## src/design/http_get_packet_byte_corrupter_defines.svh

```systemverilog
// Assertion macros shared by the corrupter RTL.
// Assertions sample on clk_i and are masked while rst_ni is low.
`ifndef HTTP_GET_PACKET_BYTE_CORRUPTER_DEFINES_SVH
`define HTTP_GET_PACKET_BYTE_CORRUPTER_DEFINES_SVH

`ifndef NO_ASSERTIONS
// plain property check
`define HGPBC_ASSERT(lbl, prop, msg) \
  lbl: assert property (@(posedge clk_i) disable iff (!rst_ni) (prop)) else $error(msg);
// overlapping implication
`define HGPBC_ASSERT_IMP(lbl, ante, cons, msg) \
  lbl: assert property (@(posedge clk_i) disable iff (!rst_ni) (ante) |-> (cons)) \
    else $error(msg);
// next-cycle implication
`define HGPBC_ASSERT_NXT(lbl, ante, cons, msg) \
  lbl: assert property (@(posedge clk_i) disable iff (!rst_ni) (ante) |=> (cons)) \
    else $error(msg);
`else
`define HGPBC_ASSERT(lbl, prop, msg)
`define HGPBC_ASSERT_IMP(lbl, ante, cons, msg)
`define HGPBC_ASSERT_NXT(lbl, ante, cons, msg)
`endif

`endif

```

## src/design/hgpbc_pkg.sv

```systemverilog
// Shared types and constants of the HTTP GET packet byte corrupter.
// No dependencies; used by every module of the block.
package hgpbc_pkg;

  // frame position counter
  localparam int unsigned POS_BITS = 16;
  localparam logic [POS_BITS-1:0] POS_MAX = {POS_BITS{1'b1}};

  // output queue
  localparam int unsigned RES_MAX   = 4;
  localparam int unsigned QDEPTH    = 8;
  localparam int unsigned QPTR_BITS = 3;
  localparam int unsigned QCNT_BITS = 4;

  // register map
  localparam int unsigned CFG_DATA_BITS = 32;
  typedef enum logic [0:0] {
    REG_CORRUPT_THRESHOLD = 1'b0,
    REG_MIN_IP_TOTAL_LEN  = 1'b1
  } reg_idx_e;

  // protocol constants
  localparam logic [15:0] ETYPE_IPV4  = 16'h0800;
  localparam logic [15:0] ETYPE_VLAN  = 16'h8100;
  localparam logic [15:0] ETYPE_QINQ  = 16'h88A8;
  localparam logic [7:0]  IP_PROTO_TCP = 8'd6;
  localparam logic [4:0]  IP_START_UNTAGGED = 5'd14;
  localparam logic [4:0]  IP_START_TAGGED   = 5'd18;
  localparam logic [7:0]  CHAR_G = 8'h47;
  localparam logic [7:0]  CHAR_E = 8'h45;
  localparam logic [7:0]  CHAR_T = 8'h54;

  localparam logic [31:0] CORRUPT_THRESHOLD_RST = 32'h8000_0000;
  localparam logic [15:0] MIN_IP_TOTAL_LEN_RST  = 16'd52;

  typedef struct packed {
    logic [31:0] corrupt_threshold;
    logic [15:0] min_ip_total_length;
  } cfg_t;

  // one output transaction
  typedef struct packed {
    logic [7:0] data;
    logic       last;
    logic       alt;
  } res_t;

  // results produced by one input transaction
  typedef struct packed {
    res_t [RES_MAX-1:0] item;
    logic [2:0]         n;
  } res_bus_t;

endpackage

```

## src/design/http_get_packet_byte_corrupter.sv

```systemverilog
// HTTP GET packet byte corrupter. Takes an Ethernet frame one byte per transaction and
// passes every byte on three bytes late; for TCP frames (untagged or with one VLAN/QinQ
// tag, fixed 20-byte IPv4 header) whose payload opens with "GET", whose IP total length
// exceeds min_ip_total_length and whose random word at payload byte 7 exceeds
// corrupt_threshold, payload byte 4 is replaced by the random word's low byte and flagged
// on tuser. One byte is accepted per clock while the output queue has room. The final
// byte of a frame releases up to four output transactions at once into an eight-entry
// output queue; input is held off while fewer than four entries are free. With a sink
// taking one per clock the queue never holds more than four entries, so the input never
// stalls; a slower sink backs the queue up and then holds off the input until it drains.
// Results are written into the queue's registers and leave it from there.
// Depends on hgpbc_pkg, hgpbc_parser and hgpbc_outq.

module http_get_packet_byte_corrupter (
  input  logic        clk_i,
  input  logic        rst_ni,
  // configuration writes
  input  logic        cfg_we_i,
  input  logic [0:0]  cfg_idx_i,
  input  logic [hgpbc_pkg::CFG_DATA_BITS-1:0] cfg_wdata_i,
  // input byte stream
  input  logic        s_axis_tvalid,
  output logic        s_axis_tready,
  input  logic [39:0] s_axis_tdata,   // [7:0] frame_byte, [39:8] random_word
  input  logic        s_axis_tlast,   // last_byte
  // output byte stream
  output logic        m_axis_tvalid,
  input  logic        m_axis_tready,
  output logic [7:0]  m_axis_tdata,   // [7:0] out_byte
  output logic        m_axis_tlast,   // out_last
  output logic [0:0]  m_axis_tuser    // [0] was_altered
);
  import hgpbc_pkg::*;

  cfg_t     cfg_q;
  res_bus_t res;
  res_t     head;
  logic     in_acc;
  logic     room;

  assign s_axis_tready = room;
  assign in_acc        = s_axis_tvalid && room;

  // configuration registers
  always_ff @(posedge clk_i or negedge rst_ni) begin
    if (!rst_ni) begin
      cfg_q.corrupt_threshold   <= CORRUPT_THRESHOLD_RST;
      cfg_q.min_ip_total_length <= MIN_IP_TOTAL_LEN_RST;
    end else if (cfg_we_i) begin
      unique case (reg_idx_e'(cfg_idx_i))
        REG_CORRUPT_THRESHOLD: cfg_q.corrupt_threshold   <= cfg_wdata_i;
        REG_MIN_IP_TOTAL_LEN:  cfg_q.min_ip_total_length <= cfg_wdata_i[15:0];
        default: ;
      endcase
    end
  end

  hgpbc_parser u_parser (
    .clk_i         (clk_i),
    .rst_ni        (rst_ni),
    .cfg_i         (cfg_q),
    .in_acc_i      (in_acc),
    .frame_byte_i  (s_axis_tdata[7:0]),
    .last_byte_i   (s_axis_tlast),
    .random_word_i (s_axis_tdata[39:8]),
    .res_o         (res)
  );

  hgpbc_outq u_outq (
    .clk_i   (clk_i),
    .rst_ni  (rst_ni),
    .wr_i    (res),
    .room_o  (room),
    .valid_o (m_axis_tvalid),
    .ready_i (m_axis_tready),
    .head_o  (head)
  );

  assign m_axis_tdata    = head.data;
  assign m_axis_tlast    = head.last;
  assign m_axis_tuser[0] = head.alt;

endmodule

```

## src/design/hgpbc_parser.sv

```systemverilog
// Frame parser, GET matcher and three-byte delay line of the corrupter.
// Depends on hgpbc_pkg and the assertion macro header.
`include "http_get_packet_byte_corrupter_defines.svh"

module hgpbc_parser (
  input  logic                 clk_i,
  input  logic                 rst_ni,
  input  hgpbc_pkg::cfg_t      cfg_i,
  input  logic                 in_acc_i,
  input  logic [7:0]           frame_byte_i,
  input  logic                 last_byte_i,
  input  logic [31:0]          random_word_i,
  output hgpbc_pkg::res_bus_t  res_o
);
  import hgpbc_pkg::*;

  logic [POS_BITS-1:0] pos_q, pos_d;
  logic [15:0]         type_q, type_d;
  logic [4:0]          ip_q, ip_d;
  logic                tcp_q, tcp_d;
  logic [15:0]         len_q, len_d;
  logic [6:0]          ps_q, ps_d;
  logic [1:0]          mp_q, mp_d;
  logic [7:0]          line_q [3];
  logic [7:0]          line_d [3];
  logic [1:0]          fill_q, fill_d;

  logic [POS_BITS-1:0] ipx, psx;
  logic [3:0]          doff;
  logic                alt;
  logic [7:0]          head;
  logic [7:0]          ext [RES_MAX];
  logic [15:0]         type_lo;

  assign ipx     = POS_BITS'(ip_q);
  assign psx     = POS_BITS'(ps_q);
  assign doff    = frame_byte_i[7:4];
  assign type_lo = type_q | {8'h00, frame_byte_i};

  // header parsing and match tracking
  always_comb begin
    type_d = type_q;
    ip_d   = ip_q;
    tcp_d  = tcp_q;
    len_d  = len_q;
    ps_d   = ps_q;
    mp_d   = mp_q;
    alt    = 1'b0;

    // ethertype, optional single tag
    if (pos_q == POS_BITS'(12)) begin
      type_d = {frame_byte_i, 8'h00};
    end else if (pos_q == POS_BITS'(13)) begin
      type_d = type_lo;
      if (type_lo == ETYPE_IPV4) ip_d = IP_START_UNTAGGED;
    end else if (pos_q == POS_BITS'(16)) begin
      type_d = (type_q == ETYPE_VLAN || type_q == ETYPE_QINQ) ?
               {frame_byte_i, 8'h00} : 16'h0000;
    end else if (pos_q == POS_BITS'(17)) begin
      if (type_q == ETYPE_IPV4 && frame_byte_i == 8'h00) ip_d = IP_START_TAGGED;
    end

    // IPv4 total length, protocol, TCP data offset
    if (ip_q != 5'd0) begin
      if (pos_q == ipx + POS_BITS'(2)) begin
        len_d = {frame_byte_i, 8'h00};
      end else if (pos_q == ipx + POS_BITS'(3)) begin
        len_d = len_q | {8'h00, frame_byte_i};
      end else if (pos_q == ipx + POS_BITS'(9)) begin
        tcp_d = (frame_byte_i == IP_PROTO_TCP);
      end else if (pos_q == ipx + POS_BITS'(32)) begin
        if (tcp_q && doff >= 4'd5)
          ps_d = 7'(ip_q) + 7'd20 + {1'b0, doff, 2'b00};
      end
    end

    // payload "GET" and corruption decision
    if (ps_q != 7'd0) begin
      if (pos_q == psx) begin
        mp_d = (frame_byte_i == CHAR_G) ? 2'd1 : 2'd0;
      end else if (pos_q == psx + POS_BITS'(1)) begin
        mp_d = (mp_q == 2'd1 && frame_byte_i == CHAR_E) ? 2'd2 : 2'd0;
      end else if (pos_q == psx + POS_BITS'(2)) begin
        mp_d = (mp_q == 2'd2 && frame_byte_i == CHAR_T) ? 2'd3 : 2'd0;
      end else if (pos_q == psx + POS_BITS'(7)) begin
        alt = (mp_q == 2'd3) && (len_q > cfg_i.min_ip_total_length) &&
              (random_word_i > cfg_i.corrupt_threshold) && (fill_q == 2'd3);
      end
    end
  end

  assign head   = alt ? random_word_i[7:0] : line_q[0];
  assign ext[0] = head;
  assign ext[1] = line_q[1];
  assign ext[2] = line_q[2];
  assign ext[3] = frame_byte_i;

  // results and delay line update
  always_comb begin
    res_o       = '0;
    line_d      = line_q;
    fill_d      = fill_q;
    pos_d       = (pos_q != POS_MAX) ? pos_q + POS_BITS'(1) : pos_q;
    if (last_byte_i) begin
      // flush held bytes, then the final byte
      for (int i = 0; i < RES_MAX; i++) begin
        res_o.item[i].data = (i == int'(fill_q)) ? frame_byte_i : ext[i];
        res_o.item[i].last = (i == int'(fill_q));
        res_o.item[i].alt  = (i == 0) && alt;
      end
      res_o.n = 3'(fill_q) + 3'd1;
    end else if (fill_q == 2'd3) begin
      res_o.item[0] = '{data: head, last: 1'b0, alt: alt};
      res_o.n       = 3'd1;
      line_d[0]     = line_q[1];
      line_d[1]     = line_q[2];
      line_d[2]     = frame_byte_i;
    end else begin
      unique case (fill_q)
        2'd0:    line_d[0] = frame_byte_i;
        2'd1:    line_d[1] = frame_byte_i;
        default: line_d[2] = frame_byte_i;
      endcase
      fill_d = fill_q + 2'd1;
    end
    if (!in_acc_i) res_o.n = 3'd0;
  end

  // frame state; a final byte returns everything to reset
  always_ff @(posedge clk_i or negedge rst_ni) begin
    if (!rst_ni) begin
      pos_q  <= '0;
      type_q <= '0;
      ip_q   <= '0;
      tcp_q  <= 1'b0;
      len_q  <= '0;
      ps_q   <= '0;
      mp_q   <= '0;
      fill_q <= '0;
      for (int i = 0; i < 3; i++) line_q[i] <= '0;
    end else if (in_acc_i) begin
      if (last_byte_i) begin
        pos_q  <= '0;
        type_q <= '0;
        ip_q   <= '0;
        tcp_q  <= 1'b0;
        len_q  <= '0;
        ps_q   <= '0;
        mp_q   <= '0;
        fill_q <= '0;
        for (int i = 0; i < 3; i++) line_q[i] <= '0;
      end else begin
        pos_q  <= pos_d;
        type_q <= type_d;
        ip_q   <= ip_d;
        tcp_q  <= tcp_d;
        len_q  <= len_d;
        ps_q   <= ps_d;
        mp_q   <= mp_d;
        fill_q <= fill_d;
        line_q <= line_d;
      end
    end
  end

  `HGPBC_ASSERT_NXT(a_frame_clear, in_acc_i && last_byte_i,
                    pos_q == '0 && fill_q == 2'd0, "frame state not cleared after final byte")
  `HGPBC_ASSERT_IMP(a_alt_needs_full, alt, fill_q == 2'd3 && mp_q == 2'd3,
                    "byte altered without full delay line and match")

endmodule

```

## src/design/hgpbc_outq.sv

```systemverilog
// Output queue: takes up to four results a cycle, hands out one per transaction.
// Depends on hgpbc_pkg and the assertion macro header.
`include "http_get_packet_byte_corrupter_defines.svh"

module hgpbc_outq (
  input  logic                clk_i,
  input  logic                rst_ni,
  input  hgpbc_pkg::res_bus_t wr_i,
  output logic                room_o,
  output logic                valid_o,
  input  logic                ready_i,
  output hgpbc_pkg::res_t     head_o
);
  import hgpbc_pkg::*;

  res_t                 mem_q [QDEPTH];
  logic [QPTR_BITS-1:0] wptr_q, rptr_q;
  logic [QCNT_BITS-1:0] cnt_q;
  logic                 rd;

  assign valid_o = (cnt_q != '0);
  assign head_o  = mem_q[rptr_q];
  assign rd      = valid_o && ready_i;
  // room for a worst-case burst from one final byte
  assign room_o  = (cnt_q <= QCNT_BITS'(QDEPTH - RES_MAX));

  // storage, no reset needed
  always_ff @(posedge clk_i) begin
    for (int i = 0; i < RES_MAX; i++) begin
      if (3'(i) < wr_i.n) mem_q[wptr_q + QPTR_BITS'(i)] <= wr_i.item[i];
    end
  end

  // pointers and fill level
  always_ff @(posedge clk_i or negedge rst_ni) begin
    if (!rst_ni) begin
      wptr_q <= '0;
      rptr_q <= '0;
      cnt_q  <= '0;
    end else begin
      wptr_q <= wptr_q + QPTR_BITS'(wr_i.n);
      rptr_q <= rptr_q + QPTR_BITS'(rd);
      cnt_q  <= cnt_q + QCNT_BITS'(wr_i.n) - QCNT_BITS'(rd);
    end
  end

  `HGPBC_ASSERT(a_cnt_bound, cnt_q <= QCNT_BITS'(QDEPTH), "queue fill level exceeds depth")
  `HGPBC_ASSERT_IMP(a_no_overrun, wr_i.n != 3'd0, room_o, "results written without room")

endmodule
```

## config.mk

```make
export PLATFORM = sky130hd
export DESIGN_NAME = http_get_packet_byte_corrupter
export DESIGN_NICKNAME = d
export VERILOG_FILES = /design/src/design/hgpbc_pkg.sv /design/src/design/http_get_packet_byte_corrupter.sv /design/src/design/hgpbc_parser.sv /design/src/design/hgpbc_outq.sv
export VERILOG_INCLUDE_DIRS = /design/src /design/src/design
export SDC_FILE = /design/constraint.sdc
export NUM_CORES = 1
export LEC_CHECK = 0
export ABC_AREA = 1
export ABC_CLOCK_PERIOD_IN_PS = 8100
export BUFFER_PORTS_ARGS = -buffer_cell sky130_fd_sc_hd__buf_2
export CAP_MARGIN = 20
export CELL_PAD_IN_SITES_DETAIL_PLACEMENT = 1
export CELL_PAD_IN_SITES_GLOBAL_PLACEMENT = 1
export CORE_UTILIZATION = 45
export CTS_BUF_LIST = sky130_fd_sc_hd__clkbuf_8
export CTS_CLUSTER_DIAMETER = 150
export DETAILED_ROUTE_END_ITERATION = 7
export PLACE_DENSITY_LB_ADDON = 0.2
export RECOVER_POWER = 100
export SYNTH_ARGS = -nofsm -noshare
export SYNTH_HDL_FRONTEND = slang
export SYNTH_SLANG_ARGS = --single-unit
```

## constraint.sdc

```tcl
create_clock -name clk_i -period 8.1 [get_ports clk_i]
set_input_delay 1.62 -clock clk_i [delete_from_list [all_inputs] [get_ports clk_i]]
set_output_delay 1.62 -clock clk_i [all_outputs]
set_load 0.02 [all_outputs]
```

# Word level (Yosys, flattened, before mapping)
# Memory sizes are Yosys's and may differ from the RTL's.
# Index checks and enable logic that the tools add are counted.
# classes
n_addsub	19
order_cmp	8
n_eq_ne	37
muxes	66
bitwise	3
reduce_logical	43
# ops
cell	n
$mux 16	11
$eq 16x16->1	7
$mux 8	7
$mux 7	7
$mux 24	2
$mux 5	7
$eq 16x12->1 const B	2
$eq 16x16->1 const B	2
$eq 16x4->1 const B	2
$eq 16x5->1 const B	2
$gt 32x32->1	1
$or 16x8->16	2
$mux 30	1
$mux 13	2
$eq 8x7->1 const B	3
$mux 1	19
$mux 2	9
$add 16x1->16 const B	1
$eq 16x7->1	1
$gt 16x16->1	1
$ne 16x16->1 const B	1
$reduce_and 2->1	8
$reduce_bool 3->1	5
$add 5x2->6 const B	2
43 further kinds	71
# word_totals
reg_bits	147
ram_bits	80
input_bits	79
output_inout_bits	12
n_memories	1
# mem_list
memory	words	word_bits	rd	rd_ports_with_merged_regs	wr	line	text
u_outq.mem_q	8	10	1	0	4	hgpbc_outq.sv:16	res_t mem_q [QDEPTH];

# Logic depth before layout (Yosys ltp)
# depth
word_depth	16
depth_mapped	19
ltp_nobuf	18

# Modules after synthesis
# Synthesis repeated with hierarchy kept, for this count alone.
# hier_totals
hier_cells	2402
hier_area_um2	16627.2
# by_module_without_submodules
module	n_inst	cells_per_inst	area_per_inst_um2	seq_area_each_um2
hgpbc_outq	1	1179	7832.5	2652.5
hgpbc_parser	1	1012	6899.1	2152.1
http_get_packet_byte_corrupter	1	211	1895.6	1206.2

# Least setup slack after synthesis
# No wires, ideal clock.
# synth_path
kind	input to register
from	in s_axis_tdata[39]
to	mem u_outq.mem_q[1][2] (netlist bit) (data pin)
setup_time_ns	0.264
arrival_time_ns	3.098
setup_slack_ns	4.738
stages	16
n_path_buf	1
path_cell_list	ha_1 nand2_1 nor2_1 nand2_1 nor2_1 nand2_1 nand2_1 nor2_2 nand2_2 nor2_4 nand2_4 buf_6 nand2_4 nand3_4 nand3_1 nand4_1
# synth_lines
item	line	text
start: declaration	http_get_packet_byte_corrupter.sv:24	input logic [39:0] s_axis_tdata,
end: declaration	hgpbc_outq.sv:16	

# Final worst setup path
# layout_path
from	reg u_outq.rptr_q[0]
to	out m_axis_tdata[4]
# layout_between
elab_chain_cells	1
# layout_rtl
item	line	text
start: declaration	hgpbc_outq.sv:17	logic [QPTR_BITS-1:0] wptr_q, rptr_q;
start signal: assignment	hgpbc_outq.sv:42	rptr_q <= rptr_q + QPTR_BITS'(rd);
$mem_v2 8x10	--	
end: declaration	http_get_packet_byte_corrupter.sv:29	output logic [7:0] m_axis_tdata,
# No other way between the ends.

==> metrics.md <==
| Metric | Value |
|---|---|
| Run status | `finished, violations left` |
| Failing checks | `capacitance limit, slew limit` |
| GRT Overall Usage | `0.327` |
| Cts bufs inserted | `40` |
| Seq cells post-synth | `224` |
| CTS H-tree depth | `2` |
| Finished Layout Cells | `2411` |
| Critical path buffers and inverters | `4` |
| Dpl cells | `2335` |
| First-pass GRT wire length | `82.7 mm` |
| Async SR Flop Fraction | `0.643` |
| Clk root buf | `clkbuf_8` |
| Syn Nets | `2046` |
| Area growth, synth to finish | `11.0%` |
| Max clock buf depth | `3` |
| Rows | `64` |
| Cts hold-fix bufs | `0` |
| Top delay family on crit path | `buffers and inverters` |
| Worst-margin pin slew | `4.06 ns` |
| DR vias | `14.2k` |
| RSZ-0062 raised after global routing | `false` |
| Share of cells above drive strength 1 | `0.0928` |
| CTS tree | `done` |
| CP Data Required Time | `6.48 ns` |
| Number of flops mapped to enable cells by yosys | `72` |
| Worst VDD drop | `0.168 mV` |
| Worst reg2reg setup slack | `3.60 ns` |
| Worst setup SP type | `flop` |
| Skew final | `0.0269 ns` |
| WP depth | `8` |
| Starting Density | `0.463` |
| Critical Path Most Common Cell | `clkbuf_1` |
| CP Data Arrival Time | `4.48 ns` |
| ANT nets after route | `0` |
| Syn Area/Cell | `7.59 um2` |
| Fin crit period | `6.10 ns` |
| IO Count | `91` |
| Critical path, cell by cell | `clkbuf_1 > inv_1 > clkbuf_1 > o21ai_0 > o22ai_1 > nor2_1 > a31oi_1 > clkbuf_1` |
| Synth unique cells | `54` |
| IO buf count | `90` |
| Chip height | `180 um` |
| Period utilisation layout | `0.754` |
| Total setup buffers inserted after CTS | `0` |
| Die area | `32500 um2` |
| Ant. Diodes | `0` |
| Synth warn | `0` |
| Maxcap violations | `3` |
| R2R Path Start | `u_outq.cnt_q[1]$_DFF_PN0_` |
| Type of the most critical hold path | `flop to flop` |
| Initial antenna violation count | `0` |
| Cells after synthesis | `1886` |
| Largest net degree at the start of global routing | `74` |
| TritonCTS Sinks | `224` |
| Synth Cell Area | `14300 um2` |
| Critical path endpoint category | `output pin` |
| Gr ovfl total | `0` |
| R2R Path End | `u_outq.mem_q[6][7]$_DFFE_PP_` |
| Placer Congestion | `0.997` |
| Die width | `180 um` |
| CP max FO | `43` |
| Total core area | `30900 um2` |
| Reg2Reg Depth | `12` |
| CP Launch Point | `u_outq.rptr_q[0]$_DFF_PN0_` |
| Routed WL per cell | `21.9 um` |
| Initial DRC Count | `1242` |
| Post-CTS Resized | `0` |
| Setup TNS Final | `0 ns` |
| Achievable Freq | `164 MHz` |
| Slowest cell on crit path | `clkbuf_1` |
| Vias/cell | `5.90` |
| Crit path largest cell delay | `1.28 ns` |
| Layout net count | `2145` |
| First-pass DRT Iterations | `5` |
| Seq/Total Area, Yosys | `0.414` |
| WS Path Type | `flop to output pin` |
| Final setup fails | `0` |
| P_leak | `7.40 nW` |
| Pwr/cell area | `298 nW/um2` |
| Vias in the first global route | `14.6k` |
| CP endpoint | `m_axis_tdata[4]` |
| Clock-pin transition on the worst setup and hold timing paths | `0.05 ns` |
| # DRC | `0` |
| Headroom to the max-slew limit | `-1.71` |
| Final Hold Fails | `0` |
| Final wirelength | `52.9 mm` |
| Slew Viols, Final | `158` |
| Dpl hpwl | `38.7 mm` |
| Worst skew pair latency | `0.55 ns` |
| Top FF cell, synth | `dfrtp_1` |
routing by layer:
| metal | part of all wire | GRT usage | up-vias |
|---|---|---|---|
| met3 | 0.073 | 0.0491 | 188 |
| met4 | 0.061 | 0.172 | 0 |
| met5 | 0 | 0 | - |
| met1 | 0.41 | 0.418 | 6894 |
| met2 | 0.46 | 0.538 | 577 |
| li1 | - | - | 6575 |
tightest hold or removal path, stage by stage (launching register included):
cell and delay, ns:
dfxtp_1 0.31, inv_1 0.05, o22ai_1 0.06
per-stage QoR:
step | setup slack (ns) | power, mW | util | hold slack [ns] | instance area [um2]
after CTS | 3.56 | 4.73 | 0.515 | 0.465 | 15900
final | 2.00 | 4.73 | 0.514 | 0.473 | 15900
after global routing | 1.81 | 5.01 | 0.514 | 0.489 | 15900
after floorplan | 4.74 | 2.93 | - | 0.438 | 14300
after global placement | 3.20 | 3.62 | 0.490 | 0.456 | 15200
after detailed placement | 3.02 | 3.72 | 0.491 | 0.454 | 15200
synthesized netlist by cell type, types with 10 or more instances:
library cell | n | share of area
dfrtp_1 | 140 | 0.24
o22ai_1 | 16 | 0.0070
inv_2 | 10 | 0.0026
a31oi_1 | 13 | 0.0057
nor2_1 | 176 | 0.046
nor3_1 | 32 | 0.011
nand4_1 | 90 | 0.039
o21ai_0 | 154 | 0.054
xnor2_1 | 13 | 0.0080
inv_1 | 190 | 0.050
clkinv_1 | 19 | 0.0050
a21oi_1 | 79 | 0.028
clkbuf_1 | 38 | 0.010
o21a_1 | 13 | 0.0068
edfxtp_1 | 72 | 0.15
xor2_1 | 15 | 0.0092
nand3_1 | 124 | 0.043
nand2_1 | 495 | 0.13
o221ai_1 | 23 | 0.014
ha_1 | 79 | 0.069
worst min-delay path by stage:
stage | startpoint | endpoint | slack, ns | cells after the start
floorplan | u_outq.rptr_q[2]$_DFF_PN0_ | u_outq.rptr_q[2]$_DFF_PN0_ | 0.44 | 1
global placement | u_outq.mem_q[3][0]$_SDFFE_PP0P_ | u_outq.mem_q[3][0]$_SDFFE_PP0P_ | 0.46 | 2
detailed placement | u_outq.mem_q[3][0]$_SDFFE_PP0P_ | u_outq.mem_q[3][0]$_SDFFE_PP0P_ | 0.45 | 2
CTS | u_outq.mem_q[3][0]$_SDFFE_PP0P_ | u_outq.mem_q[3][0]$_SDFFE_PP0P_ | 0.47 | 2
global route | u_outq.mem_q[3][0]$_SDFFE_PP0P_ | u_outq.mem_q[3][0]$_SDFFE_PP0P_ | 0.49 | 2
finish | u_outq.mem_q[3][0]$_SDFFE_PP0P_ | u_outq.mem_q[3][0]$_SDFFE_PP0P_ | 0.47 | 2
state kept, by name (all words and copies together), names as in the netlist:
| register | count |
|---|---|
| u_outq.rptr_q | 3 |
| u_parser.ps_q | 6 |
| u_parser.mp_q | 2 |
| u_parser.line_q | 8 |
| u_parser.tcp_q | 1 |
| u_parser.pos_q | 16 |
| u_outq.cnt_q | 4 |
| u_outq.wptr_q | 3 |
| cfg_q | 48 |
| u_parser.ip_q | 3 |
| u_parser.ext | 16 |
| u_parser.type_q | 16 |
| u_parser.len_q | 16 |
| u_parser.fill_q | 2 |
| u_outq.mem_q | 80 |
final cells by class:
type	count	area [um2]
tap	396	495
timing repair buffer	112	582
sequential	224	5930
inverter	219	822
multi-input combinational	1388	7320
clock inverter	25	101
clock buffer	47	647
fill	3916	15000
kinds of logic (layout without fill, tap and decap cells):
kind of cell	Yosys count	in the layout	synth area share
and+or+nand+nor	957	957	0.294
AOI/OAI and AO/OA	321	321	0.127
buffers and inverters	274	403	0.0743
DFF	224	224	0.414
adders and majority gates	81	81	0.0718
xor gates and xnor gates	29	29	0.0183
where the power goes:
group	internal (mW)	switching (mW)
clock network	0.524	0.478
registers	1.42	0.216
logic	0.594	1.51
layout by cell type, fill, tap and decap left out, drive strengths merged, types with 4 or more instances in the layout:
master  Yosys  routed
a21oi      80      80
dfrtp     140     140
dfstp       4       4
xnor2      13      13
nor3       33      33
nor2      181     181
o21a       13      13
o22ai      16      16
inv       200     223
buf        17      95
dfxtp       8       8
o31ai       7       7
xor2       16      16
nand4      90      90
clkinv     19      19
edfxtp     72      72
nand3     134     134
nor4        7       7
ha         79      79
a31oi      13      13
nand2     506     506
o21ai     158     158
clkbuf     38      64
o221ai     23      23
Note: power is estimated with default switching activity, not from simulation.
